File: config.mk
export PLATFORM = sky130hd
export DESIGN_NAME = telemetry_gps_frame_parser
export DESIGN_NICKNAME = d
export VERILOG_FILES = /design/src/tgfp_pkg.sv /design/src/tgfp_div100.sv /design/src/telemetry_gps_frame_parser.sv
export SDC_FILE = /design/constraint.sdc
export NUM_CORES = 2
export LEC_CHECK = 0
export ABC_AREA = 1
export BUFFER_PORTS_ARGS = -buffer_cell sky130_fd_sc_hd__buf_2
export CORE_ASPECT_RATIO = 1.5
export CORE_MARGIN = 1
export CORE_UTILIZATION = 45
export DETAILED_ROUTE_END_ITERATION = 7
export GPL_ROUTABILITY_DRIVEN = 0
export PLACE_DENSITY = 0.62
export SETUP_SLACK_MARGIN = 0.3
export SLEW_MARGIN = 20
export SYNTH_ARGS = -nofsm -noshare
export SYNTH_HDL_FRONTEND = slang
export SYNTH_SLANG_ARGS = --single-unit
export TNS_END_PERCENT = 1
File: constraint.sdc
create_clock -name clk_i -period 8.6 [get_ports clk_i]
set_input_delay 0.86 -clock clk_i [delete_from_list [all_inputs] [get_ports clk_i]]
set_output_delay 0.86 -clock clk_i [all_outputs]
set_load 0.01 [all_outputs]
File: src/tgfp_pkg.sv
// ----------------------------------------------------------------------------
// tgfp_pkg
// shared types and constants of the telemetry gps frame parser
// ----------------------------------------------------------------------------
`default_nettype none

package tgfp_pkg;

  // frame header characters
  localparam logic [7:0] CharStart  = 8'h24;  // '$'
  localparam logic [7:0] CharSecond = 8'h54;  // 'T'
  localparam logic [7:0] CharGFrame = 8'h47;  // 'G'

  // payload bytes of a g frame, checksum byte follows
  localparam int unsigned PayloadLen = 14;
  localparam int unsigned CntW       = 4;
  localparam logic [CntW-1:0] PayloadLast = CntW'(PayloadLen);

  // status byte: satellites live above the fix type bits
  localparam int unsigned SatsShift = 2;
  localparam int unsigned SatsW     = 6;

  // divide by 100 through a reciprocal: q = (n * Magic) >> 37, exact for 32-bit n
  localparam logic [31:0] Div100Magic = 32'h51EB_851F;
  localparam int unsigned Div100Shift = 37;
  localparam int unsigned QuoW        = 25;   // floor(2^31 / 100) fits
  localparam int unsigned ResW        = 26;
  localparam logic [31:0] Hundred     = 32'd100;
  localparam logic [6:0]  HalfHundred = 7'd50;

  // configuration
  localparam int unsigned PaddrW = 3;
  localparam int unsigned PdataW = 32;
  localparam logic [SatsW-1:0] MinSatsReset = 6'd5;

  typedef enum logic [0:0] {
    CFG_MIN_SATS = 1'b0
  } cfg_idx_e;

  // parser state, one-hot
  typedef enum logic [3:0] {
    PH_IDLE       = 4'b0001,
    PH_GOT_START  = 4'b0010,
    PH_GOT_SECOND = 4'b0100,
    PH_PAYLOAD    = 4'b1000
  } phase_e;

  // advance strobes of the two divider stages
  typedef struct packed {
    logic mul_en;
    logic fin_en;
  } pipe_en_t;

endpackage

`default_nettype wire

File: src/tgfp_div100.sv
// ----------------------------------------------------------------------------
// tgfp_div100
// two-stage signed divide by 100: reciprocal multiply, then remainder rounding
// ----------------------------------------------------------------------------
`default_nettype none

module tgfp_div100 (
  input  wire logic                          clk_i,
  input  wire logic [31:0]                   mag_i,
  input  wire logic                          neg_i,
  input  wire logic                          round_i,
  input  wire tgfp_pkg::pipe_en_t            en_i,
  output logic      [tgfp_pkg::ResW-1:0]     quo_o
);

  logic [63:0]                 prod;
  logic [tgfp_pkg::QuoW-1:0]   q_q;
  logic [31:0]                 mag_q;
  logic                        neg_q;
  logic [31:0]                 q100;
  logic [31:0]                 rem_full;
  logic                        round_up;
  logic [tgfp_pkg::ResW-1:0]   q_round;
  logic [tgfp_pkg::ResW-1:0]   quo_d;
  logic [tgfp_pkg::ResW-1:0]   quo_q;

  // truncated quotient of the magnitude
  assign prod = {32'b0, mag_i} * {32'b0, tgfp_pkg::Div100Magic};

  always_ff @(posedge clk_i) begin
    if (en_i.mul_en) begin
      q_q   <= prod[tgfp_pkg::Div100Shift +: tgfp_pkg::QuoW];
      mag_q <= mag_i;
      neg_q <= neg_i;
    end
  end

  // remainder, half-away rounding on the magnitude, then sign back
  always_comb begin
    q100     = 32'(q_q) * tgfp_pkg::Hundred;
    rem_full = mag_q - q100;
    round_up = round_i && (rem_full[6:0] >= tgfp_pkg::HalfHundred);
    q_round  = tgfp_pkg::ResW'(q_q) + tgfp_pkg::ResW'(round_up);
    quo_d    = neg_q ? (tgfp_pkg::ResW'(0) - q_round) : q_round;
  end

  always_ff @(posedge clk_i) begin
    if (en_i.fin_en) begin
      quo_q <= quo_d;
    end
  end

  assign quo_o = quo_q;

endmodule

`default_nettype wire

File: src/telemetry_gps_frame_parser.sv
// ----------------------------------------------------------------------------
// telemetry_gps_frame_parser
// light-telemetry g frame parser with fixed-point position decode
// ----------------------------------------------------------------------------
// One received byte is taken per clock cycle while in_stall_o is low. The
// parser hunts for the header '$' 'T' 'G', shifts the 14 payload bytes
// into a byte shift line and checks the xor of payload and checksum. A
// good frame is handed to a three-stage result pipeline (capture,
// reciprocal multiply, rounding) whose rounding register drives the
// output. Latitude and longitude are divided by 100 rounded half away
// from zero, altitude divided by 100 truncated and kept to 16 bits. The
// sticky fix flag rises once a good frame reports at least min_sats_q
// satellites and only reset clears it. Frames with a bad checksum or an
// unknown type are dropped without a result. in_stall_o is high only
// while a finished frame sits in the capture stage and the two stages
// behind it are held by a stalled output, so under a free-running output
// side every cycle accepts a byte.
// ----------------------------------------------------------------------------
`default_nettype none

module telemetry_gps_frame_parser (
  input  wire logic                                 clk_i,
  input  wire logic                                 rst_ni,
  // byte input channel
  input  wire logic                                 in_valid_i,
  output logic                                      in_stall_o,
  input  wire logic [7:0]                           rx_byte_i,
  // result channel
  output logic                                      out_valid_o,
  input  wire logic                                 out_stall_i,
  output logic signed [25:0]                        latitude_o,
  output logic signed [25:0]                        longitude_o,
  output logic signed [15:0]                        altitude_o,
  output logic        [5:0]                         satellites_o,
  output logic                                      fix_seen_o,
  // configuration port
  input  wire logic                                 psel,
  input  wire logic                                 penable,
  input  wire logic                                 pwrite,
  input  wire logic [tgfp_pkg::PaddrW-1:0]          paddr,
  input  wire logic [tgfp_pkg::PdataW-1:0]          pwdata,
  output logic      [tgfp_pkg::PdataW-1:0]          prdata,
  output logic                                      pready
);

  // --------------------------------------------------------------------------
  // configuration register
  // --------------------------------------------------------------------------
  logic [tgfp_pkg::SatsW-1:0] min_sats_q;
  tgfp_pkg::cfg_idx_e         cfg_idx;
  logic                       cfg_wr;

  assign pready  = 1'b1;
  assign cfg_idx = tgfp_pkg::cfg_idx_e'(paddr[2]);
  assign cfg_wr  = psel && penable && pwrite && pready;

  always_ff @(posedge clk_i or negedge rst_ni) begin
    if (!rst_ni) begin
      min_sats_q <= tgfp_pkg::MinSatsReset;
    end else if (cfg_wr && (cfg_idx == tgfp_pkg::CFG_MIN_SATS)) begin
      min_sats_q <= pwdata[tgfp_pkg::SatsW-1:0];
    end
  end

  always_comb begin
    unique case (cfg_idx)
      tgfp_pkg::CFG_MIN_SATS: prdata = tgfp_pkg::PdataW'(min_sats_q);
      default:                prdata = '0;
    endcase
  end

  // --------------------------------------------------------------------------
  // pipeline handshake
  // --------------------------------------------------------------------------
  logic               in_acc;
  logic               s1_valid_q;
  logic               s2_valid_q;
  logic               out_valid_q;
  logic               adv_fin;
  logic               adv_mul;
  logic               s1_load;
  tgfp_pkg::pipe_en_t pipe_en;

  // rounding stage moves when the output register is free or being drained
  assign adv_fin = s2_valid_q && (!out_valid_q || !out_stall_i);
  assign adv_mul = s1_valid_q && (!s2_valid_q || adv_fin);
  // hold bytes only while a captured frame cannot move on
  assign in_stall_o = s1_valid_q && !adv_mul;
  assign in_acc     = in_valid_i && !in_stall_o;

  assign pipe_en.mul_en = adv_mul;
  assign pipe_en.fin_en = adv_fin;

  // --------------------------------------------------------------------------
  // header hunt and payload collection
  // --------------------------------------------------------------------------
  tgfp_pkg::phase_e           phase_q, phase_d;
  logic [tgfp_pkg::CntW-1:0]  cnt_q, cnt_d;
  logic [7:0]                 xor_q, xor_d;
  logic [7:0]                 xor_next;
  logic                       shift_en;
  logic [7:0]                 store_q [tgfp_pkg::PayloadLen];

  assign xor_next = xor_q ^ rx_byte_i;

  always_comb begin
    phase_d  = phase_q;
    cnt_d    = cnt_q;
    xor_d    = xor_q;
    shift_en = 1'b0;
    s1_load  = 1'b0;
    if (in_acc) begin
      unique case (phase_q)
        tgfp_pkg::PH_IDLE: begin
          if (rx_byte_i == tgfp_pkg::CharStart) begin
            phase_d = tgfp_pkg::PH_GOT_START;
          end
        end
        // any other byte, a repeated '$' too, keeps waiting for 'T'
        tgfp_pkg::PH_GOT_START: begin
          if (rx_byte_i == tgfp_pkg::CharSecond) begin
            phase_d = tgfp_pkg::PH_GOT_SECOND;
          end
        end
        // frame type: only g frames are decoded
        tgfp_pkg::PH_GOT_SECOND: begin
          if (rx_byte_i == tgfp_pkg::CharGFrame) begin
            phase_d = tgfp_pkg::PH_PAYLOAD;
            cnt_d   = '0;
            xor_d   = '0;
          end else begin
            phase_d = tgfp_pkg::PH_IDLE;
          end
        end
        tgfp_pkg::PH_PAYLOAD: begin
          xor_d = xor_next;
          if (cnt_q != tgfp_pkg::PayloadLast) begin
            shift_en = 1'b1;
            cnt_d    = cnt_q + 1'b1;
          end else begin
            // checksum byte closes the frame
            phase_d = tgfp_pkg::PH_IDLE;
            cnt_d   = '0;
            s1_load = (xor_next == 8'h00);
          end
        end
        default: begin
          phase_d = tgfp_pkg::PH_IDLE;
        end
      endcase
    end
  end

  always_ff @(posedge clk_i or negedge rst_ni) begin
    if (!rst_ni) begin
      phase_q <= tgfp_pkg::PH_IDLE;
      cnt_q   <= '0;
      xor_q   <= '0;
    end else begin
      phase_q <= phase_d;
      cnt_q   <= cnt_d;
      xor_q   <= xor_d;
    end
  end

  // byte shift line: after 14 shifts byte k sits at place k
  always_ff @(posedge clk_i) begin
    if (shift_en) begin
      for (int i = 0; i < tgfp_pkg::PayloadLen - 1; i++) begin
        store_q[i] <= store_q[i+1];
      end
      store_q[tgfp_pkg::PayloadLen-1] <= rx_byte_i;
    end
  end

  // --------------------------------------------------------------------------
  // capture stage: little-endian fields, magnitudes and sticky fix flag
  // --------------------------------------------------------------------------
  logic [31:0]                lat_raw, lon_raw, alt_raw;
  logic [tgfp_pkg::SatsW-1:0] sats;
  logic                       fix_flag_q, fix_flag_d;

  assign lat_raw = {store_q[3],  store_q[2],  store_q[1], store_q[0]};
  assign lon_raw = {store_q[7],  store_q[6],  store_q[5], store_q[4]};
  assign alt_raw = {store_q[12], store_q[11], store_q[10], store_q[9]};
  assign sats    = store_q[13][7:tgfp_pkg::SatsShift];

  assign fix_flag_d = fix_flag_q || (s1_load && (sats >= min_sats_q));

  always_ff @(posedge clk_i or negedge rst_ni) begin
    if (!rst_ni) begin
      fix_flag_q <= 1'b0;
    end else begin
      fix_flag_q <= fix_flag_d;
    end
  end

  logic [31:0]                s1_lat_mag_q, s1_lon_mag_q, s1_alt_mag_q;
  logic                       s1_lat_neg_q, s1_lon_neg_q, s1_alt_neg_q;
  logic [tgfp_pkg::SatsW-1:0] s1_sats_q, s2_sats_q, out_sats_q;
  logic                       s1_fix_q, s2_fix_q, out_fix_q;

  // magnitude of the most negative value is 2^31, still exact unsigned
  always_ff @(posedge clk_i) begin
    if (s1_load) begin
      s1_lat_neg_q <= lat_raw[31];
      s1_lon_neg_q <= lon_raw[31];
      s1_alt_neg_q <= alt_raw[31];
      s1_lat_mag_q <= lat_raw[31] ? (32'd0 - lat_raw) : lat_raw;
      s1_lon_mag_q <= lon_raw[31] ? (32'd0 - lon_raw) : lon_raw;
      s1_alt_mag_q <= alt_raw[31] ? (32'd0 - alt_raw) : alt_raw;
      s1_sats_q    <= sats;
      s1_fix_q     <= fix_flag_d;
    end
  end

  // side fields ride along with the divider stages
  always_ff @(posedge clk_i) begin
    if (adv_mul) begin
      s2_sats_q <= s1_sats_q;
      s2_fix_q  <= s1_fix_q;
    end
    if (adv_fin) begin
      out_sats_q <= s2_sats_q;
      out_fix_q  <= s2_fix_q;
    end
  end

  always_ff @(posedge clk_i or negedge rst_ni) begin
    if (!rst_ni) begin
      s1_valid_q  <= 1'b0;
      s2_valid_q  <= 1'b0;
      out_valid_q <= 1'b0;
    end else begin
      s1_valid_q  <= s1_load || (s1_valid_q && !adv_mul);
      s2_valid_q  <= adv_mul || (s2_valid_q && !adv_fin);
      out_valid_q <= adv_fin || (out_valid_q && out_stall_i);
    end
  end

  // --------------------------------------------------------------------------
  // divide by 100 units
  // --------------------------------------------------------------------------
  logic [tgfp_pkg::ResW-1:0] lat_quo, lon_quo, alt_quo;

  tgfp_div100 u_div_lat (
    .clk_i   (clk_i),
    .mag_i   (s1_lat_mag_q),
    .neg_i   (s1_lat_neg_q),
    .round_i (1'b1),
    .en_i    (pipe_en),
    .quo_o   (lat_quo)
  );

  tgfp_div100 u_div_lon (
    .clk_i   (clk_i),
    .mag_i   (s1_lon_mag_q),
    .neg_i   (s1_lon_neg_q),
    .round_i (1'b1),
    .en_i    (pipe_en),
    .quo_o   (lon_quo)
  );

  // altitude truncates toward zero
  tgfp_div100 u_div_alt (
    .clk_i   (clk_i),
    .mag_i   (s1_alt_mag_q),
    .neg_i   (s1_alt_neg_q),
    .round_i (1'b0),
    .en_i    (pipe_en),
    .quo_o   (alt_quo)
  );

  assign out_valid_o  = out_valid_q;
  assign latitude_o   = lat_quo;
  assign longitude_o  = lon_quo;
  assign altitude_o   = alt_quo[15:0];
  assign satellites_o = out_sats_q;
  assign fix_seen_o   = out_fix_q;

  // --------------------------------------------------------------------------
  // assertions
  // --------------------------------------------------------------------------
  // a finished frame never overwrites a capture that is still held
  a_no_capture_overrun: assert property (@(posedge clk_i) disable iff (!rst_ni)
    s1_load |-> (!s1_valid_q || adv_mul))
    else $error("frame captured over a held capture stage");

  // input only stalls behind an occupied capture stage
  a_stall_cause: assert property (@(posedge clk_i) disable iff (!rst_ni)
    in_stall_o |-> s1_valid_q)
    else $error("input stalled with empty capture stage");

  // sticky fix flag never clears outside reset
  a_fix_sticky: assert property (@(posedge clk_i) disable iff (!rst_ni)
    fix_flag_q |=> fix_flag_q)
    else $error("fix flag dropped");

  // a reported fix implies the sticky flag is set
  a_fix_out: assert property (@(posedge clk_i) disable iff (!rst_ni)
    (out_valid_o && fix_seen_o) |-> fix_flag_q)
    else $error("fix reported without sticky flag");

  // payload counter stays within the frame
  a_cnt_range: assert property (@(posedge clk_i) disable iff (!rst_ni)
    cnt_q <= tgfp_pkg::PayloadLast)
    else $error("payload counter out of range");

endmodule

`default_nettype wire
==> summary.txt <==
Route
  • Drt first pass iters: 8
  • DRC viols: 2
  • Routed length per instance: 19.8 um
  • Routed vias: 49.5k
  • Antenna Nets Post-Route: 0
  • Post-Route WL: 193000 um
  • Routed vias/inst: 5.09
  • Starting DRT DRC Count: 2862

Timing
  • Hold Vio Cnt, Final: 0
  • Actual slew at the worst max-slew pin: 1.06 ns
  • Relative slew slack: 29.4%
  • Total negative slack: 0 ns
  • Fmax: 0.140 GHz
  • Final Max Slew Viols: 0
  • Worst-case clock skew: 0.0441 ns
  • RSZ-0062 raised after global routing: false
  • Final min period: 7.15 ns
  • Crit share post-route: 83.1%
  • Setup-failing EPs final: 0

Job
  • Max-Cap Viols: 0

GRT
  • First-pass GRT wire length: 303000 um
  • Largest net degree at the start of global routing: 85
  • Vias in the first global route: 54.9k
  • Overall global routing resource usage: 25.2%
  • Initial antenna violation count: 1
  • Gr ovfl total: 0

Finish
  • Area Growth Syn to Fin: 6.57%
  • Final net count: 9968
  • Share of post-route cells with drive strength above 1: 3.30%
  • Fillers: 14.7k

Critical path
  • Reg2reg start: s1_lon_mag_q[3]
  • Crit start category: register
  • Maximum fanout along the worst path: 9
  • CP arrival: 7.53 ns
  • Crit end category: register
  • Worst Setup SP: s1_lon_mag_q[3]
  • Required @ worst endpoint: 8.98 ns
  • Worst setup path class: register to register

CTS
  • # H-tree levels: 2
  • CTS root buf: clkbuf_16
  • Post-CTS Setup Bufs: 0
  • CTS tree: yes
  • Worst-case clock buffer depth: 3
  • Clk slew on worst S/H paths: 0.06 ns
  • CTS Buf Count: 46
  • Post-CTS sizing: 0
  • # hold bufs at CTS: 0
  • Num Clock Sinks: 407
  • Clk Latency, worst-skew pair: 0.65 ns

Yosys
  • Ys flop type: edfxtp_1
  • Top-count cell post-synth: inv_1
  • FFs w/ async S/R, synth: 6.39%
  • Largest area contributor in the netlist: fa_1
  • Synth cell types: 53
  • Seq/Total Area, Yosys: 17.1%
  • Syn Std Cell Area: 0.0706 mm^2
  • EDFF count, synth: 381
  • Syn Inst Count: 7485
  • Post-synth top area share: 32.7%
  • Most frequent cells after synthesis: 2248 x inv_1, 1152 x fa_1, 1135 x ha_1
  • Synth area leaders: fa_1 33%, ha_1 20%, edfxtp_1 16%, inv_1 12%, nand2_1 4.3%
  • YS warnings: 0
  • Synthesized area per cell: 9.43 um^2
  • Post-synthesis register bit count: 407

Hold path
  • Min-delay worst type: input pin to asynchronous set/reset pin

Pwr
  • Peak VDD IR: 0.187 mV
  • Pwr per Cell Area: 65.9 mW/mm^2
  • Leak: 0.0389 uW
  • Tot Pwr: 4960 uW

Floorplanning
  • # IOs: 160
  • Rows: 177
  • Die width: 325 um
  • Die ar.: 0.158 mm^2
  • Core footprint: 0.155 mm^2
  • Initial Utilization: 45.4%
  • Die outline height: 487 um

Status
  • Status: finished with violations
  • Failing checks: design-rule violations

Place
  • IO Port Bufs: 104
  • DPL Wire Length: 171000 um
-- through the flow --
stage | setup WS [ns] | cell area (um^2) | instances | util (%) | hold slack [ns]
5_1_grt | 1.30 | 75200 | 9728 | 48.4 | 0.262
6_report | 1.45 | 75200 | 9728 | 48.4 | 0.239
3_3_place_gp | 1.67 | 73600 | 9641 | 47.3 | 0.401
4_1_cts | 1.58 | 75200 | 9727 | 48.4 | 0.210
2_1_floorplan | 2.03 | 70700 | 7510 | - | 0.400
3_5_place_dp | 1.61 | 73600 | 9641 | 47.3 | 0.405
-- cell usage in the layout (no fill, tap or decap), types with 6 or more instances in the layout --
cell / count
a21boi_0: 13
a21o_1: 38
a21oi_1: 223
a31oi_1: 57
and3_1: 9
buf_2: 104
buf_4: 11
clkbuf_16: 47
clkinv_1: 9
clkinv_2: 6
conb_1: 27
dfrtp_1: 23
edfxtp_1: 381
fa_1: 1152
ha_1: 1135
inv_1: 2247
inv_6: 7
nand2_1: 809
nand2_2: 14
nand3_1: 160
nand3b_1: 6
nand4_1: 55
nor2_1: 462
nor2_2: 16
nor2_4: 7
nor3_1: 58
nor4_1: 23
o211ai_1: 7
o21ai_0: 207
o21bai_1: 36
o31ai_1: 10
or2_2: 7
xnor2_1: 92
xor2_1: 151
-- layout make-up --
class                   count  area [um^2]  area share [%]
diodes                      1         2.50         0.00333
clock buffers              52         1190            1.59
clock inverters            34          405           0.539
inverters                2253         8460            11.3
multi-input cells        4808        49900            66.3
flip-flops and latches    407        12100            16.1
well taps                2058         2570            3.42
repair buffers            115          603           0.802
-- cell families (layout without fill, tap and decap cells) --
family	after synthesis	after routing	synth area share (%)
buffers and inverters	2295	2454	12.4
other	2	28	0.0106
AOI/OAI and AO/OA	607	607	4.84
DFF	407	407	17.1
xor gates and xnor gates	245	245	3.06
adders and majority gates	2287	2287	52.8
and+or+nand+nor	1642	1642	9.77
-- routing by layer --
layer | wire length, um | global-route usage [%] | vias up
met3 | 7330 | 2.73 | 565
met1 | 67400 | 25.8 | 24400
met5 | 0 | 0 | -
met4 | 17100 | 18.6 | 0
met2 | 101000 | 47.1 | 1368
li1 | - | - | 23200
-- state kept, by name, summed over array words and instances (netlist names), 6 cells and up --
signal           count
u_div_lon.quo_o     26
u_div_lat.q_q       25
min_sats_q           6
s1_alt_mag_q        32
u_div_alt.quo_o     16
u_div_lon.mag_q      6
s1_lon_mag_q        32
s1_lat_mag_q        32
xor_q                8
s1_sats_q            6
store_q            112
u_div_lon.q_q       25
s2_sats_q            6
u_div_lat.quo_o     26
satellites_o         6
u_div_alt.q_q       16
u_div_lat.mag_q      6
-- worst max-delay path, cell delays in order (launching register included) --
cell,delay (ns)
edfxtp_1,0.81
ha_1,0.40
xor2_1,0.33
ha_1,0.22
inv_1,0.04
nand2_1,0.10
fa_1,0.41
ha_1,0.33
fa_1,0.55
fa_1,0.46
fa_1,0.50
inv_1,0.05
fa_1,0.55
inv_1,0.06
ha_1,0.31
nand2_1,0.11
nor2_1,0.30
inv_1,0.11
nor4_1,0.67
nand3_1,0.14
nand3_1,0.17
a21oi_1,0.11
xnor2_1,0.13
-- final timing paths --
path / endpoint / cells after the start / slack (ns)
max: u_div_lon.q_q[13] / 22 / 1.45
min: xor_q[6] / 1 / 0.24
max reg2reg: u_div_lon.q_q[13] / 22 / 1.45
min reg2reg: store_q[0][56] / 0 / 0.40
max in group asynchronous: s2_valid_q / 1 / 7.97
min in group clk_i: store_q[0][56] / 0 / 0.40
-- power breakdown --
group | switching, uW | internal [uW] | leakage [uW] | total, uW
clock network | 889 | 1180 | 0.000767 | 2070
logic | 267 | 150 | 0.0343 | 417
registers | 126 | 2340 | 0.00375 | 2470
total | 1280 | 3670 | 0.0389 | 4960
Power figures use the tool's default switching activity.
